<file path="src/hw/rtl/bcr_pkg.sv">
`default_nettype none

package bcr_pkg;

  localparam int unsigned MAX_LENGTH_DEF      = 65536;
  localparam int unsigned MAX_CHECKPOINTS_DEF = 1025;
  localparam int unsigned ALPHABET_SIZE       = 6;

  localparam int unsigned FUNC_W = 2;
  localparam int unsigned SYM_W  = 8;
  localparam int unsigned POS_W  = 17;
  localparam int unsigned CNT_W  = 17;
  localparam int unsigned CODE_W = 3;
  localparam int unsigned STAT_W = 3;
  localparam int unsigned RATE_W = 17;

  localparam logic [RATE_W-1:0] RATE_LOW   = RATE_W'(64);
  localparam logic [RATE_W-1:0] RATE_HIGH  = RATE_W'(65536);
  localparam logic [RATE_W-1:0] RATE_RESET = RATE_W'(128);

  typedef enum logic [FUNC_W-1:0] {
    FN_CLEAR    = 2'd0,
    FN_APPEND   = 2'd1,
    FN_RANK_ONE = 2'd2,
    FN_RANK_ALL = 2'd3
  } func_e;

  typedef enum logic [STAT_W-1:0] {
    ST_OK        = 3'd0,
    ST_BAD_SYM   = 3'd1,
    ST_BAD_POS   = 3'd2,
    ST_NOT_BUILT = 3'd3,
    ST_FULL      = 3'd4
  } status_e;

  typedef enum logic [CODE_W-1:0] {
    SC_END = 3'd0,
    SC_A   = 3'd1,
    SC_C   = 3'd2,
    SC_G   = 3'd3,
    SC_N   = 3'd4,
    SC_T   = 3'd5
  } sym_code_e;

  typedef struct packed {
    logic              ok;
    logic [CODE_W-1:0] code;
  } sym_t;

  typedef logic [ALPHABET_SIZE-1:0][CNT_W-1:0] cnt_row_t;

  localparam logic [SYM_W-1:0] CH_END   = 8'h24;
  localparam logic [SYM_W-1:0] CH_A     = 8'h41;
  localparam logic [SYM_W-1:0] CH_C     = 8'h43;
  localparam logic [SYM_W-1:0] CH_G     = 8'h47;
  localparam logic [SYM_W-1:0] CH_N     = 8'h4E;
  localparam logic [SYM_W-1:0] CH_T     = 8'h54;
  localparam logic [SYM_W-1:0] CH_LOW_A = 8'h61;
  localparam logic [SYM_W-1:0] CH_LOW_Z = 8'h7A;
  localparam logic [SYM_W-1:0] CASE_OFS = 8'h20;

  // Maps an ASCII symbol, either case, onto the six-symbol alphabet.
  function automatic sym_t sym_code(input logic [SYM_W-1:0] s);
    logic [SYM_W-1:0] c;
    sym_t             r;
    c = s;
    if (c >= CH_LOW_A && c <= CH_LOW_Z) begin
      c = c - CASE_OFS;
    end
    r.ok   = 1'b1;
    r.code = SC_END;
    case (c)
      CH_END:  r.code = SC_END;
      CH_A:    r.code = SC_A;
      CH_C:    r.code = SC_C;
      CH_G:    r.code = SC_G;
      CH_N:    r.code = SC_N;
      CH_T:    r.code = SC_T;
      default: r.ok   = 1'b0;
    endcase
    return r;
  endfunction

endpackage

`default_nettype wire

</file>
<file path="src/hw/rtl/bcr_divider.sv">
`default_nettype none

module bcr_divider (
  input  wire logic                      clk_i,
  input  wire logic                      rst_ni,
  input  wire logic                      start_i,
  input  wire logic [bcr_pkg::POS_W-1:0] dividend_i,
  input  wire logic [bcr_pkg::POS_W-1:0] divisor_i,
  output logic                           done_o,
  output logic      [bcr_pkg::POS_W-1:0] quotient_o
);
  import bcr_pkg::*;

  localparam int unsigned STEP_W = $clog2(POS_W + 1);

  logic [POS_W-1:0]  rem_q, rem_d, quo_q, quo_d, div_q;
  logic [STEP_W-1:0] step_q, step_d;
  logic              busy_q, busy_d, done_q, done_d;
  logic [POS_W:0]    trial;
  logic              fits;

  // One restoring step per cycle through a single subtractor.
  assign trial = {rem_q, quo_q[POS_W-1]};
  assign fits  = trial >= {1'b0, div_q};

  always_comb begin
    rem_d  = rem_q;
    quo_d  = quo_q;
    step_d = step_q;
    busy_d = busy_q;
    done_d = 1'b0;
    if (start_i) begin
      rem_d  = '0;
      quo_d  = dividend_i;
      step_d = '0;
      busy_d = 1'b1;
    end else if (busy_q) begin
      rem_d  = fits ? POS_W'(trial - {1'b0, div_q}) : POS_W'(trial);
      quo_d  = {quo_q[POS_W-2:0], fits};
      step_d = step_q + STEP_W'(1);
      if (step_q == STEP_W'(POS_W - 1)) begin
        busy_d = 1'b0;
        done_d = 1'b1;
      end
    end
  end

  always_ff @(posedge clk_i or negedge rst_ni) begin
    if (!rst_ni) begin
      busy_q <= 1'b0;
      done_q <= 1'b0;
      step_q <= '0;
    end else begin
      busy_q <= busy_d;
      done_q <= done_d;
      step_q <= step_d;
    end
  end

  always_ff @(posedge clk_i) begin
    rem_q <= rem_d;
    quo_q <= quo_d;
    if (start_i) begin
      div_q <= divisor_i;
    end
  end

  assign done_o     = done_q;
  assign quotient_o = quo_q;

endmodule

`default_nettype wire

</file>
<file path="config.mk">
export PLATFORM = sky130hd
export DESIGN_NAME = bcr_divider
export DESIGN_NICKNAME = d
export VERILOG_FILES = /design/src/hw/rtl/bcr_pkg.sv /design/src/hw/rtl/bcr_divider.sv
export SDC_FILE = /design/constraint.sdc
export NUM_CORES = 1
export LEC_CHECK = 0
export BUFFER_PORTS_ARGS = -buffer_cell sky130_fd_sc_hd__buf_2
export CELL_PAD_IN_SITES_DETAIL_PLACEMENT = 0
export CELL_PAD_IN_SITES_GLOBAL_PLACEMENT = 1
export CORE_UTILIZATION = 31
export CTS_BUF_LIST = sky130_fd_sc_hd__clkbuf_16
export DETAILED_ROUTE_END_ITERATION = 10
export PLACE_DENSITY = 0.6
export SLEW_MARGIN = 20
export SYNTH_ARGS = -nofsm -noshare
export SYNTH_HDL_FRONTEND = slang
export SYNTH_SLANG_ARGS = --single-unit
</file>
<file path="constraint.sdc">
create_clock -name clk_i -period 4.04 [get_ports clk_i]
set_input_delay 0.808 -clock clk_i [delete_from_list [all_inputs] [get_ports clk_i]]
set_output_delay 0.808 -clock clk_i [all_outputs]
set_load 0.03 [all_outputs]
</file>
==> reports/results.txt <==
Critical path buffers and inverters - 2
Final standard cell count with taps included and fillers excluded - 521
Ant diodes - 0
CP Launch Point - quotient_o[16]
Longest Clk Path Bufs - 2
Aggregate routed wire length - 7700 um
Run status - complete, no violations
Drt first pass iters - 4
Die width - 105 um
Clock transition at the register clock pins on the worst setup and hold paths after CTS - 0.05 ns
Primary flip-flop cell chosen by synthesis mapping - sky130_fd_sc_hd__edfxtp_1
M3 GR Usage - 0.0443
Global-route track usage on met2 - 0.244
PostCTS Resize Cnt - 0
Final routed wire length divided by cell count - 14.8 um
Ordered cell list for the critical path - inv_1, ha_1, inv_1, fa_1, a21o_1, a221o_1, a2111oi_2, o21ai_1, mux2_2
Number of global-route vias before repair - 2605
Worst endpoint required time - 4.12 ns
DR iter-0 viols - 124
GRT met1 Usage - 0.190
Slack of the critical path - 0.892 ns
Placed cell count - 505
Post-synth net total - 382
Core ar. - 0.0103 mm2
Cell area after placement - 0.00371 mm2
Max-cap check violation count - 0
Worst-case reg-to-reg path depth - 9
Part of the Yosys area used for sequential elements - 0.466
Pwr Total - 1.72 mW
Fin crit period - 3.15 ns
Type of the worst setup path - reg2reg
Worst clock skew - 0.00718 ns
Total of endpoints with negative setup slack in the final report - 0
Layout cell share with drive strength beyond 1 - 0.255
Final HPWL from detailed placement - 5480 um
Initial Utilization - 0.319
Cell mode on critical path - sky130_fd_sc_hd__inv_1
Final RePlAce weighted congestion - 0.836
Total Negative Setup Slacks - 0 ns
IO Pins - 55
Type of the most critical hold path - in2async
Crit-path leading delay family - compound AO/OA/AOI/OAI gates
Power density over the cells - 428 mW/mm2
Unrepaired setup endpoints after global routing - no
Cell Area, Synth - 0.00330 mm2
Final nets - 437
Postcts setup bufs - 0
Worst-case headroom to the max-slew limit - 0.283
Placement-stage worst setup slack - 0.899 ns
Level count of the clock H-tree - 3
Overall routing resource usage - 0.151
Clock root buffer master - sky130_fd_sc_hd__clkbuf_16
CP startpoint kind - register
Count of mapped cells out of synthesis - 325
DRC violations left - 0
Floorplan die area - 0.0111 mm2
Clock latency reported for the late side of the worst-skew pair - 0.33 ns
Slowest stage cell, crit path - sky130_fd_sc_hd__o21ai_1
Top Usage Layer GRT - met2
Clock tree from TritonCTS - yes
Most frequent cell after synthesis - sky130_fd_sc_hd__edfxtp_1
Clk sinks - 58
Die height - 105 um
Final critical-path share of the clock period - 0.779
Vias after detailed routing - 2567
Peak clock frequency supported by timing - 318 MHz
Arrival time worst endpoint - 3.23 ns
Buffers on Ports - 54
Post-route cell area - 0.00403 mm2
Top fanout value on the critical path - 13
EDFF count, synth - 34
Wire length of the first global-routing pass - 12800 um
Total count of hold-check failures in the final report - 0
VDD IR-drop max - 0.170 mV
Commonest cells in the synthesized netlist - sky130_fd_sc_hd__edfxtp_1 (34), sky130_fd_sc_hd__nand2_1 (30), sky130_fd_sc_hd__nor2_1 (28)
Synth warnings - 0
Number of synthesized register bits - 58
Crit end category - register
Post-synth top area share - 0.310
Count of final max-slew check failures - 0
Worst reg2reg setup slack - 0.89 ns
Avg Inst Size Synth - 10.1 um2
Delay of the slowest cell on the worst path - 0.44 ns
Worst-Margin Slew - 1.07 ns
Leakage power figure - 1.72 nW
Capture instance of the worst register-to-register path - quotient_o[0]
Netlist cell types - 51
Most area-consuming cells after synthesis - sky130_fd_sc_hd__edfxtp_1 (31%), sky130_fd_sc_hd__dfxtp_1 (10%), sky130_fd_sc_hd__ha_1 (7.2%), sky130_fd_sc_hd__mux2_2 (5.8%), sky130_fd_sc_hd__dfrtp_1 (5.3%)
Number of antenna violations at the first check in global routing - 0
Vias per Instance - 4.93
Antenna-violating nets left - 0
Critical register-to-register path startpoint - quotient_o[16]
Sum of overflow across all layers after global routing - 0
Post-synthesis cell type with the largest combined area - sky130_fd_sc_hd__edfxtp_1
Layout Area Growth over Synthesis - 22.2%
Proportion of synthesized flip-flops having asynchronous set or reset - 0.121
CTS Buf Count - 9
Site row count - 37
Hold-fix buffers, CTS - 0
Pin count of the biggest net entering global routing - 30
report_power, final:
group / total, mW / internal [mW] / leakage (nW) / switching (mW)
Sequential: 0.685 / 0.668 / 0.576 / 0.0173
Combinational: 0.220 / 0.0889 / 0.991 / 0.132
Clock: 0.818 / 0.538 / 0.153 / 0.280
cell families (layout without fill, tap and decap cells):
| logic type | after synthesis | count (layout) | synth area share |
|---|---|---|---|
| AND/OR/NAND/NOR | 100 | 100 | 0.142 |
| flip-flops | 58 | 58 | 0.466 |
| multiplexers | 19 | 19 | 0.0641 |
| XOR/XNOR | 15 | 15 | 0.0398 |
| buffers and inverters | 39 | 99 | 0.0474 |
| adder cells (fa/ha/maj) | 20 | 20 | 0.0782 |
| AO/OA/AOI/OAI | 74 | 74 | 0.163 |
cell usage in the layout (no fill, tap or decap), types with 2 or more instances in the layout:
cell	n
sky130_fd_sc_hd__o311ai_0	3
sky130_fd_sc_hd__bufinv_16	2
sky130_fd_sc_hd__buf_4	5
sky130_fd_sc_hd__o21ai_1	2
sky130_fd_sc_hd__a31oi_1	3
sky130_fd_sc_hd__dfrtp_1	7
sky130_fd_sc_hd__a211oi_1	4
sky130_fd_sc_hd__edfxtp_1	34
sky130_fd_sc_hd__clkinv_4	2
sky130_fd_sc_hd__nand3_1	14
sky130_fd_sc_hd__nand4b_1	2
sky130_fd_sc_hd__nand4_1	5
sky130_fd_sc_hd__a32oi_1	4
sky130_fd_sc_hd__o31ai_1	4
sky130_fd_sc_hd__inv_1	24
sky130_fd_sc_hd__or3_1	2
sky130_fd_sc_hd__dfxtp_1	17
sky130_fd_sc_hd__mux2_2	17
sky130_fd_sc_hd__nor4_1	4
sky130_fd_sc_hd__ha_1	19
sky130_fd_sc_hd__xor2_1	7
sky130_fd_sc_hd__xnor2_1	8
sky130_fd_sc_hd__mux2i_1	2
sky130_fd_sc_hd__buf_2	54
sky130_fd_sc_hd__a21oi_1	16
sky130_fd_sc_hd__clkbuf_16	9
sky130_fd_sc_hd__nand2_1	30
sky130_fd_sc_hd__o2111ai_1	2
sky130_fd_sc_hd__nand2b_1	4
sky130_fd_sc_hd__o21ai_0	14
sky130_fd_sc_hd__a311oi_2	4
sky130_fd_sc_hd__a21o_1	6
sky130_fd_sc_hd__nor2_1	28
sky130_fd_sc_hd__nor3_1	6
through the flow:
step / utilization / hold slack (ns)
after global placement: 0.359 / 0.477
after CTS: 0.390 / 0.298
after global routing: 0.390 / 0.305
final: 0.390 / 0.302
after floorplan: - / 0.454
after detailed placement: 0.359 / 0.486
area by class of cell:
type / count / area, um2
tap: 136 / 170
sequential: 58 / 1540
inverter: 24 / 90.1
timing repair buffer: 59 / 308
fill: 1054 / 6300
clock inverter: 7 / 93.8
multi-input combinational: 228 / 1600
clock buffer: 9 / 225
how the worst max path moves through the flow:
stage                     cells after the start            end  slack [ns]
after detailed placement                      9  quotient_o[0]        0.90
final                                         9  quotient_o[0]        0.89
after global routing                          9  quotient_o[0]        0.65
after global placement                        9  quotient_o[0]        0.96
after floorplan                              10  quotient_o[0]        1.13
after CTS                                     9  quotient_o[0]        0.88
registers in the layout (all words and copies together), names as in the netlist:
signal and count:
step_q 5, busy_q 1, rem_q 17, div_q 17, quotient_o 17, done_o 1
metal layers:
layer  wire (um)  vias to the layer above
li1            -                     1313
met1        3660                     1203
met2        3620                       43
met3         301                        8
met4         116                        0
met5           0                        -
Power figures use the tool's default switching activity.
