## config.mk

```make
export PLATFORM = sky130hd
export DESIGN_NAME = bcr_cfg
export DESIGN_NICKNAME = d
export VERILOG_FILES = /design/src/hw/rtl/bcr_pkg.sv /design/src/hw/rtl/bcr_cfg.sv
export SDC_FILE = /design/constraint.sdc
export NUM_CORES = 1
export LEC_CHECK = 0
export ABC_AREA = 1
export ABC_CLOCK_PERIOD_IN_PS = 1000
export BUFFER_PORTS_ARGS = -buffer_cell sky130_fd_sc_hd__buf_4
export CORE_MARGIN = 5
export CORE_UTILIZATION = 38
export DETAILED_ROUTE_END_ITERATION = 8
export PLACE_DENSITY = 0.79
export SLEW_MARGIN = 20
export SYNTH_ARGS = -nofsm -noshare
export SYNTH_HDL_FRONTEND = slang
export SYNTH_SLANG_ARGS = --single-unit
```

## constraint.sdc

```tcl
create_clock -name clk_i -period 1 [get_ports clk_i]
set_input_delay 0.1 -clock clk_i [delete_from_list [all_inputs] [get_ports clk_i]]
set_output_delay 0.1 -clock clk_i [all_outputs]
set_load 0.02 [all_outputs]
```

## src/hw/rtl/bcr_pkg.sv

```systemverilog
`default_nettype none

package bcr_pkg;

  localparam int unsigned MAX_LENGTH_DEF      = 65536;
  localparam int unsigned MAX_CHECKPOINTS_DEF = 1025;
  localparam int unsigned ALPHABET_SIZE       = 6;

  localparam int unsigned FUNC_W = 2;
  localparam int unsigned SYM_W  = 8;
  localparam int unsigned POS_W  = 17;
  localparam int unsigned CNT_W  = 17;
  localparam int unsigned CODE_W = 3;
  localparam int unsigned STAT_W = 3;
  localparam int unsigned RATE_W = 17;

  localparam logic [RATE_W-1:0] RATE_LOW   = RATE_W'(64);
  localparam logic [RATE_W-1:0] RATE_HIGH  = RATE_W'(65536);
  localparam logic [RATE_W-1:0] RATE_RESET = RATE_W'(128);

  typedef enum logic [FUNC_W-1:0] {
    FN_CLEAR    = 2'd0,
    FN_APPEND   = 2'd1,
    FN_RANK_ONE = 2'd2,
    FN_RANK_ALL = 2'd3
  } func_e;

  typedef enum logic [STAT_W-1:0] {
    ST_OK        = 3'd0,
    ST_BAD_SYM   = 3'd1,
    ST_BAD_POS   = 3'd2,
    ST_NOT_BUILT = 3'd3,
    ST_FULL      = 3'd4
  } status_e;

  typedef enum logic [CODE_W-1:0] {
    SC_END = 3'd0,
    SC_A   = 3'd1,
    SC_C   = 3'd2,
    SC_G   = 3'd3,
    SC_N   = 3'd4,
    SC_T   = 3'd5
  } sym_code_e;

  typedef struct packed {
    logic              ok;
    logic [CODE_W-1:0] code;
  } sym_t;

  typedef logic [ALPHABET_SIZE-1:0][CNT_W-1:0] cnt_row_t;

  localparam logic [SYM_W-1:0] CH_END   = 8'h24;
  localparam logic [SYM_W-1:0] CH_A     = 8'h41;
  localparam logic [SYM_W-1:0] CH_C     = 8'h43;
  localparam logic [SYM_W-1:0] CH_G     = 8'h47;
  localparam logic [SYM_W-1:0] CH_N     = 8'h4E;
  localparam logic [SYM_W-1:0] CH_T     = 8'h54;
  localparam logic [SYM_W-1:0] CH_LOW_A = 8'h61;
  localparam logic [SYM_W-1:0] CH_LOW_Z = 8'h7A;
  localparam logic [SYM_W-1:0] CASE_OFS = 8'h20;

  // Maps an ASCII symbol, either case, onto the six-symbol alphabet.
  function automatic sym_t sym_code(input logic [SYM_W-1:0] s);
    logic [SYM_W-1:0] c;
    sym_t             r;
    c = s;
    if (c >= CH_LOW_A && c <= CH_LOW_Z) begin
      c = c - CASE_OFS;
    end
    r.ok   = 1'b1;
    r.code = SC_END;
    case (c)
      CH_END:  r.code = SC_END;
      CH_A:    r.code = SC_A;
      CH_C:    r.code = SC_C;
      CH_G:    r.code = SC_G;
      CH_N:    r.code = SC_N;
      CH_T:    r.code = SC_T;
      default: r.ok   = 1'b0;
    endcase
    return r;
  endfunction

endpackage

`default_nettype wire

```

## src/hw/rtl/bcr_cfg.sv

```systemverilog
`default_nettype none

module bcr_cfg (
  input  wire logic                       clk_i,
  input  wire logic                       rst_ni,
  input  wire logic                       psel,
  input  wire logic                       penable,
  input  wire logic                       pwrite,
  input  wire logic [2:0]                 paddr,
  input  wire logic [31:0]                pwdata,
  output logic      [31:0]                prdata,
  output logic                            pready,
  output logic      [bcr_pkg::RATE_W-1:0] rate_o
);
  import bcr_pkg::*;

  logic [RATE_W-1:0] rate_q, rate_d, wval;
  logic              wr_en, reg_sel;

  // One register; the upper address bit selects space beyond it.
  assign reg_sel = (paddr[2] == 1'b0);
  assign wr_en   = psel && penable && pwrite && reg_sel;
  assign wval    = pwdata[RATE_W-1:0];
  assign pready  = 1'b1;

  always_comb begin
    rate_d = rate_q;
    if (wr_en) begin
      if (wval < RATE_LOW) begin
        rate_d = RATE_LOW;
      end else if (wval > RATE_HIGH) begin
        rate_d = RATE_HIGH;
      end else begin
        rate_d = wval;
      end
    end
  end

  always_ff @(posedge clk_i or negedge rst_ni) begin
    if (!rst_ni) begin
      rate_q <= RATE_RESET;
    end else begin
      rate_q <= rate_d;
    end
  end

  assign prdata = reg_sel ? 32'(rate_q) : 32'd0;
  assign rate_o = rate_q;

endmodule

`default_nettype wire

```

==> results.txt, run 1 <==
The run finished, with violations left. The checks that failed: setup timing. The fraction of registers with async set/reset came out at 1.000. The longest clock path from root to sink contains 2 buffers. After detailed routing, the average wire length per cell comes to 11.31 microns. After detailed placement, the design holds a cell count of 223.

The path type of the worst setup path is register to primary output. For this run, the register share of the synthesized area comes to 0.3956. The cell area after technology mapping came out at 1079 sq um. By count the netlist is led by sky130_fd_sc_hd__nor2_1, sky130_fd_sc_hd__inv_1, sky130_fd_sc_hd__buf_4, sky130_fd_sc_hd__nand2_1, sky130_fd_sc_hd__dfrtp_1. For this design the top-level I/O count stands at 90. TritonCTS built the clock tree.

The sequential cell fraction of total power is 0.358. Once detailed placement completed, the half-perimeter wirelength came to 2.063 mm. Setup repair after global routing could not meet its margin everywhere. The largest fanout on the critical path is 2. The number of unique standard cell types used by synthesis is 21.

The register with the most flip-flops in the layout has 17 of them. The final worst-path cycle share came out at 1.174. Tracing the worst setup path back leads to its startpoint at rate_o[7]. STA puts the critical path data required time at 0.90 ns. The worst voltage drop across the vdd grid came out at 1.186 mV.

The number of remaining DRC errors came out at 0. The via count normalized by instance count is 4.321. The count of cells along the worst register-to-register path came out at 5. The chip width is 63.28 microns. For this run, the post-layout net count is 259. The tool flagged a number of max-cap violations equal to 0. The final layout contains routed wiring with a total length of 2.817 mm. In this run the remaining antenna-violating nets after routing total 0.

The overall die area is 4004 sq um. The net switching power of the design came out at 0.9406 mW. In the post-synthesis netlist, the biggest area contributors are sky130_fd_sc_hd__dfrtp_1, sky130_fd_sc_hd__buf_4, sky130_fd_sc_hd__nor2_1, sky130_fd_sc_hd__nand3_1, sky130_fd_sc_hd__inv_1. The number of antenna violations at the first check in global routing is 0.

The clock slew at the register clock pins of the worst setup and hold paths came out at 0.10 ns. The total count of hold-check failures in the final report is 0. Subtracting the final worst setup slack from the clock period gives 1.174 ns. The H-tree level count is 1.

The mean instance size in the synthesized netlist is 7.873 sq um. The final sum of negative setup slack came out at -1.327 ns. The sum of overflow across all layers after global routing came out at 0. The post-route standard cell area excluding fillers is 1700 sq um. The cell taking the most area after synthesis is sky130_fd_sc_hd__dfrtp_1. The worst setup path is launched from a register. The reg-to-reg startpoint is rate_o[14]. The global-route usage over all layers came out at 0.1331. Across all hold checks on the routed design, the worst slack comes to 0.04835 ns.

The capture point of the worst reg-to-reg path is rate_o[14]. Once routing completed, OpenROAD measured the worst setup slack at -0.1739 ns. The total placed instance area is 1476 sq um. The internal reg-to-reg setup slack came out at 0.04 ns. The number of clock buffers inserted by TritonCTS is 3. The repair_antennas step left the layout with diodes totalling 0.

The number of DRC markers in iteration 0 came out at 25. The final number of setup-violating endpoints is 20. The worst setup path is captured at a primary output. The fraction of synthesized cell area taken by the top area cell type came out at 0.3712. Among all flip-flop cells after synthesis, the most frequent one is sky130_fd_sc_hd__dfrtp_1. The final count of pins violating max slew came out at 0. The detailed router placed 1076 vias in this run. The most common cell in the synthesized netlist is sky130_fd_sc_hd__nor2_1. The clock insertion delay at the later pin of the skew report is 0.28 ns. The first global-routing pass estimated 4.422 mm of wire. Of the total power, the clock network draws 0.147. The achievable clock frequency came out at 0.8518 GHz. The cell area power density is 1490 nW/um^2.

Of the total power, the share spent switching nets is 0.3712. The area of the placeable core came out at 2734 sq um. Of the cells placed in the final design, the portion with a size suffix greater than 1 is 0.5092. The floorplan step set the die height to 63.28 microns. The row count came out at 19.

The share of total power dissipated in combinational logic is 0.496. The final instance count without filler cells is 249. The endpoint of the worst setup timing path is prdata[7]. Clock tree synthesis selected as its root buffer the cell sky130_fd_sc_hd__clkbuf_4. The sink count of the clock tree came out at 17. For this run, the number of Yosys warnings is 0.

The largest net degree at the start of global routing is 22. Internal power comes to 1.594 mW. The clock arrives with 0 ns of skew. The congestion estimate from routability-driven global placement came to 0.6752. The final core utilization came out at 0.6220. The area added between synthesis and finish is 57.66%.

The first detailed-routing pass took 4 iterations. The synthesized netlist cell count is 137. The type of the most critical hold path is input pin to register. The via count of the first global-routing pass is 1053. The signal arrival time at the worst endpoint came out at 1.07 ns.

The analysis attributes to cell leakage a power of 0.9191 nW. The number of I/O port buffers came out at 56. The number of synthesized flops with an enable pin is 0.

The effective utilization at floorplan is 0.3945. Counting flops and latches in the post-synthesis netlist gives 17.
==> worst min path at each step <==
stage	from	endpoint	slack, ns	cells past startpoint
final	pwdata[4]	rate_o[4]	0.05	3
after global routing	pwdata[0]	rate_o[0]	0.06	3
after CTS	pwdata[2]	rate_o[2]	0.04	3
after detailed placement	rst_ni	rate_o[12]	-0.02	1
after global placement	rst_ni	rate_o[12]	-0.02	1
after floorplan	rst_ni	rate_o[0]	-0.20	0
==> layout make-up <==
type | instances | area, sq um
multi-input cells | 94 | 465.4
clock buffers | 4 | 26.28
flip-flops and latches | 17 | 426.7
well taps | 31 | 38.79
fillers | 253 | 1033
repair buffers | 84 | 671.9
inverters | 19 | 71.32
==> what timing repair did <==
action / in CTS / in global routing
hold buffers: 1 / 0
buffers inserted: 18 / 3
cloned: 0 / 0
pin swaps: 10 / 7
endpoints found under the setup margin: 18 / 23
endpoints found under the hold margin: 17 / 0
gates resized for setup: 7 / 10
==> stage by stage <==
stage	power [mW]	worst slack [ns]
after floorplan	1.492	0.05162
after global placement	1.871	-0.01935
after detailed placement	1.892	-0.02733
after CTS	2.474	-0.2041
after global routing	2.686	-0.2105
final	2.534	-0.1739
==> cell usage in the layout (no fill, tap or decap) <==
cell type | Yosys | routed
sky130_fd_sc_hd__buf_4 | 17 | 75
sky130_fd_sc_hd__nor2_1 | 27 | 26
sky130_fd_sc_hd__nand2_1 | 17 | 17
sky130_fd_sc_hd__conb_1 | 2 | 16
sky130_fd_sc_hd__dfrtp_1 | 16 | 16
sky130_fd_sc_hd__nand3_1 | 15 | 15
sky130_fd_sc_hd__inv_2 | 1 | 10
sky130_fd_sc_hd__inv_1 | 18 | 9
sky130_fd_sc_hd__buf_6 | 2 | 7
sky130_fd_sc_hd__o21ai_2 | 4 | 5
sky130_fd_sc_hd__o21ai_1 | 6 | 5
sky130_fd_sc_hd__clkbuf_4 | 0 | 3
sky130_fd_sc_hd__nor2_4 | 2 | 2
sky130_fd_sc_hd__nand2_2 | 2 | 2
sky130_fd_sc_hd__nor2_2 | 0 | 1
sky130_fd_sc_hd__nand3_4 | 1 | 1
sky130_fd_sc_hd__nand2_4 | 1 | 1
sky130_fd_sc_hd__nor3_1 | 1 | 1
sky130_fd_sc_hd__a21oi_4 | 1 | 1
sky130_fd_sc_hd__a21oi_2 | 1 | 1
sky130_fd_sc_hd__clkbuf_1 | 1 | 1
sky130_fd_sc_hd__dlygate4sd3_1 | 0 | 1
sky130_fd_sc_hd__buf_12 | 1 | 1
sky130_fd_sc_hd__dfstp_2 | 1 | 1
==> logic make-up (layout without fill, tap and decap cells) <==
| group | after synthesis | count (layout) | share of synthesized area |
|---|---|---|---|
| other | 2 | 16 | 0.006963 |
| DFF | 17 | 17 | 0.3956 |
| buffers and inverters | 40 | 107 | 0.2274 |
| and+or+nand+nor | 66 | 66 | 0.2865 |
| AOI/OAI and AO/OA | 12 | 12 | 0.08353 |
==> routing by layer <==
layer  vias to the layer above  GRT usage  wire length, microns
li1                        553          -                     -
met2                        30     0.2551                  1569
met3                         2    0.02842                   190
met1                       491     0.1459                  1047
met4                         0    0.03377                    10
met5                         -          0                     0
==> worst max-delay path, stage by stage (launching register included) <==
cell                      delay [ns]
sky130_fd_sc_hd__dfstp_2        0.55
sky130_fd_sc_hd__inv_2          0.04
sky130_fd_sc_hd__nor2_2         0.08
sky130_fd_sc_hd__buf_6          0.12
==> power groups by stage <==
| stage | sequential (mW) | combinational [mW] | clock [mW] |
|---|---|---|---|
| 2_1_floorplan | 1.05 | 0.442 | 0 |
| 3_3_place_gp | 0.898 | 0.973 | 0 |
| 3_5_place_dp | 0.902 | 0.990 | 0 |
| 4_1_cts | 0.897 | 1.20 | 0.381 |
| 5_1_grt | 0.925 | 1.35 | 0.407 |
| 6_report | 0.906 | 1.26 | 0.371 |
Note: power is estimated with default switching activity, not from simulation.
==> run 2: changes to the inputs <==
--- a/config.mk
+++ b/config.mk
@@ -11,7 +11,7 @@
 export CORE_MARGIN = 5
 export CORE_UTILIZATION = 38
 export DETAILED_ROUTE_END_ITERATION = 8
-export PLACE_DENSITY = 0.79
+export PLACE_DENSITY = 0.85
 export SLEW_MARGIN = 20
 export SYNTH_ARGS = -nofsm -noshare
 export SYNTH_HDL_FRONTEND = slang
==> run 2 against run 1 <==
Net effect: the run still ends with setup timing left; count of clock-buffer cells in the layout did not move; first-iteration DRC count increased by 56%; worst hold slack worse by 0.0030 ns; combinational power rose by 6%; clock skew unchanged; utilization increased by 1.6 points.
==> results.txt, run 2 (synthesized netlist as in run 1, its figures left out) <==
The chip width came out at 63.28 microns (unchanged). The most common cell after layout, fill and taps aside is sky130_fd_sc_hd__buf_4 (unchanged). The post-route standard cell area excluding fillers came out at 1745 sq um (was 1700 sq um). The switching part of the total power is 0.3655 (was 0.3712).

The maximum number of buffers from clock root to sink came out at 2 (unchanged). Most used cells in the layout excluding fill and tap cells: sky130_fd_sc_hd__buf_4, sky130_fd_sc_hd__nor2_1, sky130_fd_sc_hd__nand2_1, sky130_fd_sc_hd__conb_1, sky130_fd_sc_hd__dfrtp_1 (unchanged). The total placed instance area is 1476 sq um (unchanged).

The net switching power of the design came out at 0.9511 mW (was 0.9406 mW). The number of flip-flops under the largest register name is 17 (unchanged). The via count normalized by instance count is 4.252 (was 4.321).

The number of DRC markers in iteration 0 is 39 (was 25). The routability congestion estimate is 0.6898 (was 0.6752). The slack of the critical path came out at -0.1926 ns (was -0.1739 ns). The number of remaining DRC errors came out at 0 (unchanged). The row count came to 19 (unchanged). The final number of setup-violating endpoints came out at 23 (was 20).

The routed wire length was 2.913 mm (was 2.817 mm). The global-route wire length before repair is 4.395 mm (was 4.422 mm). The required time of the critical path came to 0.90 ns (about the same).

The first-pass iteration count of the detailed router is 4 (unchanged). The final worst-path cycle share came out at 1.193 (was 1.174). The number of nets with antenna violations after detailed routing came to 0 (unchanged). The share of power burned in the clock network is 0.143 (was 0.147). The effective utilization at floorplan came out at 0.3945 (unchanged). Failing checks: setup timing (unchanged). The largest net degree at the start of global routing is 22 (unchanged).

The cell-internal power is 1.651 mW (was 1.594 mW). The number of I/O port buffers is 56 (unchanged). The area added between synthesis and finish came out at 61.83% (was 57.66%).

The largest fanout on the critical path is 2 (unchanged). The global-route usage over all layers came out at 0.1336 (was 0.1331). The type of the most critical hold path was input pin to register (unchanged).

The signal arrival time at the worst endpoint came out at 1.09 ns (was 1.07 ns). The cell area power density came out at 1491 nW/um^2 (was 1490 nW/um^2). The sequential cell fraction of total power is 0.346 (was 0.358). The overall die area came out at 4004 sq um (unchanged).

The half-perimeter wire length after placement came out at 2.050 mm (was 2.063 mm). The achievable clock frequency came out at 0.8385 GHz (was 0.8518 GHz). The highest cell delay on the worst timing path came out at 0.55 ns (about the same). The number of top-level pins was 90 (unchanged). The element type at the critical path start was a register (unchanged).

The clock insertion delay at the later pin of the skew report is 0.28 ns (about the same). The via count of the first global-routing pass is 986 (was 1053). The dominant delay contributor by cell family on the critical path was flip-flops (unchanged).

Setup repair after global routing missed its margin: yes (unchanged). The share of cells above drive strength 1 was 0.5112 (was 0.5092). The sum of overflow across all layers after global routing came out at 0 (unchanged). The number of nets in the final layout came to 264 (was 259). The sink count of the clock tree came to 17 (unchanged). The kind of capture point of the worst setup path is a primary output (unchanged). The y dimension of the die is 63.28 microns (unchanged). The number of inserted filler cells in the final layout is 255 (was 253).

The routed wirelength normalized by instance count is 11.47 microns (was 11.31 microns). Cell chain of the critical path: inv_2 -> nor2_2 -> buf_6 (unchanged). The total count of hold-check failures in the final report was 0 (unchanged). The pre-CTS setup slack came out at -0.03102 ns (was -0.02733 ns).

The library cell contributing the largest single delay on the critical path is sky130_fd_sc_hd__dfstp_2 (unchanged). The worst setup skew after layout is 0 ns (unchanged). The antenna diode count is 0 (unchanged). The H-tree level count is 1 (unchanged).

The clock slew at the register clock pins of the worst setup and hold paths came out at 0.10 ns (about the same). The final count of pins violating max slew is 0 (unchanged). The leakage component of the power came out at 0.9479 nW (was 0.9191 nW).

The area of the placeable core came to 2734 sq um (unchanged). The number of buffer and inverter instances along the worst setup path came out at 2 (unchanged). The buffer type at the clock tree root was sky130_fd_sc_hd__clkbuf_4 (unchanged).

The number of antenna violations at the first check in global routing is 0 (unchanged). The path type of the worst setup path was register to primary output (unchanged). The fraction of power consumed by combinational cells came to 0.511 (was 0.496).

The post-route minimum period is 1.193 ns (was 1.174 ns). Result of the run: finished, violations left (unchanged). The worst voltage drop across the vdd grid came to 1.305 mV (was 1.186 mV). The TritonCTS clock tree is yes (unchanged). The number of clock buffers inserted by TritonCTS came out at 3 (unchanged). The number of max-cap violations is 0 (unchanged). The total via count in the routed design came out at 1080 (was 1076).
==> run 2: final timing paths <==
kind	startpoint	depth (start not counted)	slack (ns)	to
worst min-delay path	pwdata[7]	3	0.05	rate_o[7]
worst min register to register	rate_o[1]	2	0.52	rate_o[1]
min in group asynchronous	rst_ni	2	0.20	rate_o[10]
max in group asynchronous	rst_ni	2	0.55	rate_o[7]
worst max-delay path	rate_o[7]	3	-0.19	prdata[7]
worst max register to register	rate_o[7]	4	0.04	rate_o[7]
==> run 2: through the flow <==
step,instances,utilization,hold slack (ns),TNS (ns),power [mW]
2_1_floorplan,151,-,-0.1956,0,1.492
3_3_place_gp,223,0.5400,-0.02364,-0.02001,1.870
3_5_place_dp,223,0.5400,-0.02096,-0.09725,1.890
4_1_cts,247,0.6096,0.03389,-1.534,2.506
5_1_grt,254,0.6384,0.04766,-2.603,2.745
6_report,254,0.6384,0.04537,-1.411,2.602
==> run 2: timing repair <==
| item | CTS | global route |
|---|---|---|
| setup buffers | 19 | 7 |
| setup endpoints to repair | 18 | 21 |
| hold endpoints to repair | 17 | 0 |
| pin swaps | 12 | 9 |
| resized for setup | 7 | 10 |
| hold buffers | 1 | 0 |
==> run 2: layout make-up <==
| cell class | instances | area, sq um | area share |
|---|---|---|---|
| sequential | 17 | 426.7 | 0.2444 |
| clock buffer | 4 | 26.28 | 0.01505 |
| timing repair buffer | 89 | 716.9 | 0.4108 |
| multi-input combinational | 94 | 465.4 | 0.2667 |
| tap | 31 | 38.79 | 0.02222 |
| inverter | 19 | 71.32 | 0.04086 |
==> run 2: worst reg2reg max path: cells and delay by family, from the launching register on <==
family | cells | cell delay (ns)
AO/OA/AOI/OAI | 1 | 0.09
buffers and inverters | 3 | 0.26
flip-flops | 1 | 0.55
==> run 2: metal layers <==
layer | wire length (microns) | vias up | GRT usage
met5 | 0 | - | 0
li1 | - | 562 | -
met4 | 10 | 0 | 0.03896
met2 | 1630 | 30 | 0.2449
met3 | 176 | 2 | 0.02842
met1 | 1096 | 486 | 0.1541
==> run 2: power groups by stage <==
stage                     clock network (mW)  logic (mW)  registers [mW]
after detailed placement                   0       0.987           0.903
final                                  0.371        1.33           0.901
after global placement                     0       0.971           0.899
after CTS                              0.396        1.21           0.895
after global routing                   0.405        1.42           0.918
after floorplan                            0       0.442            1.05
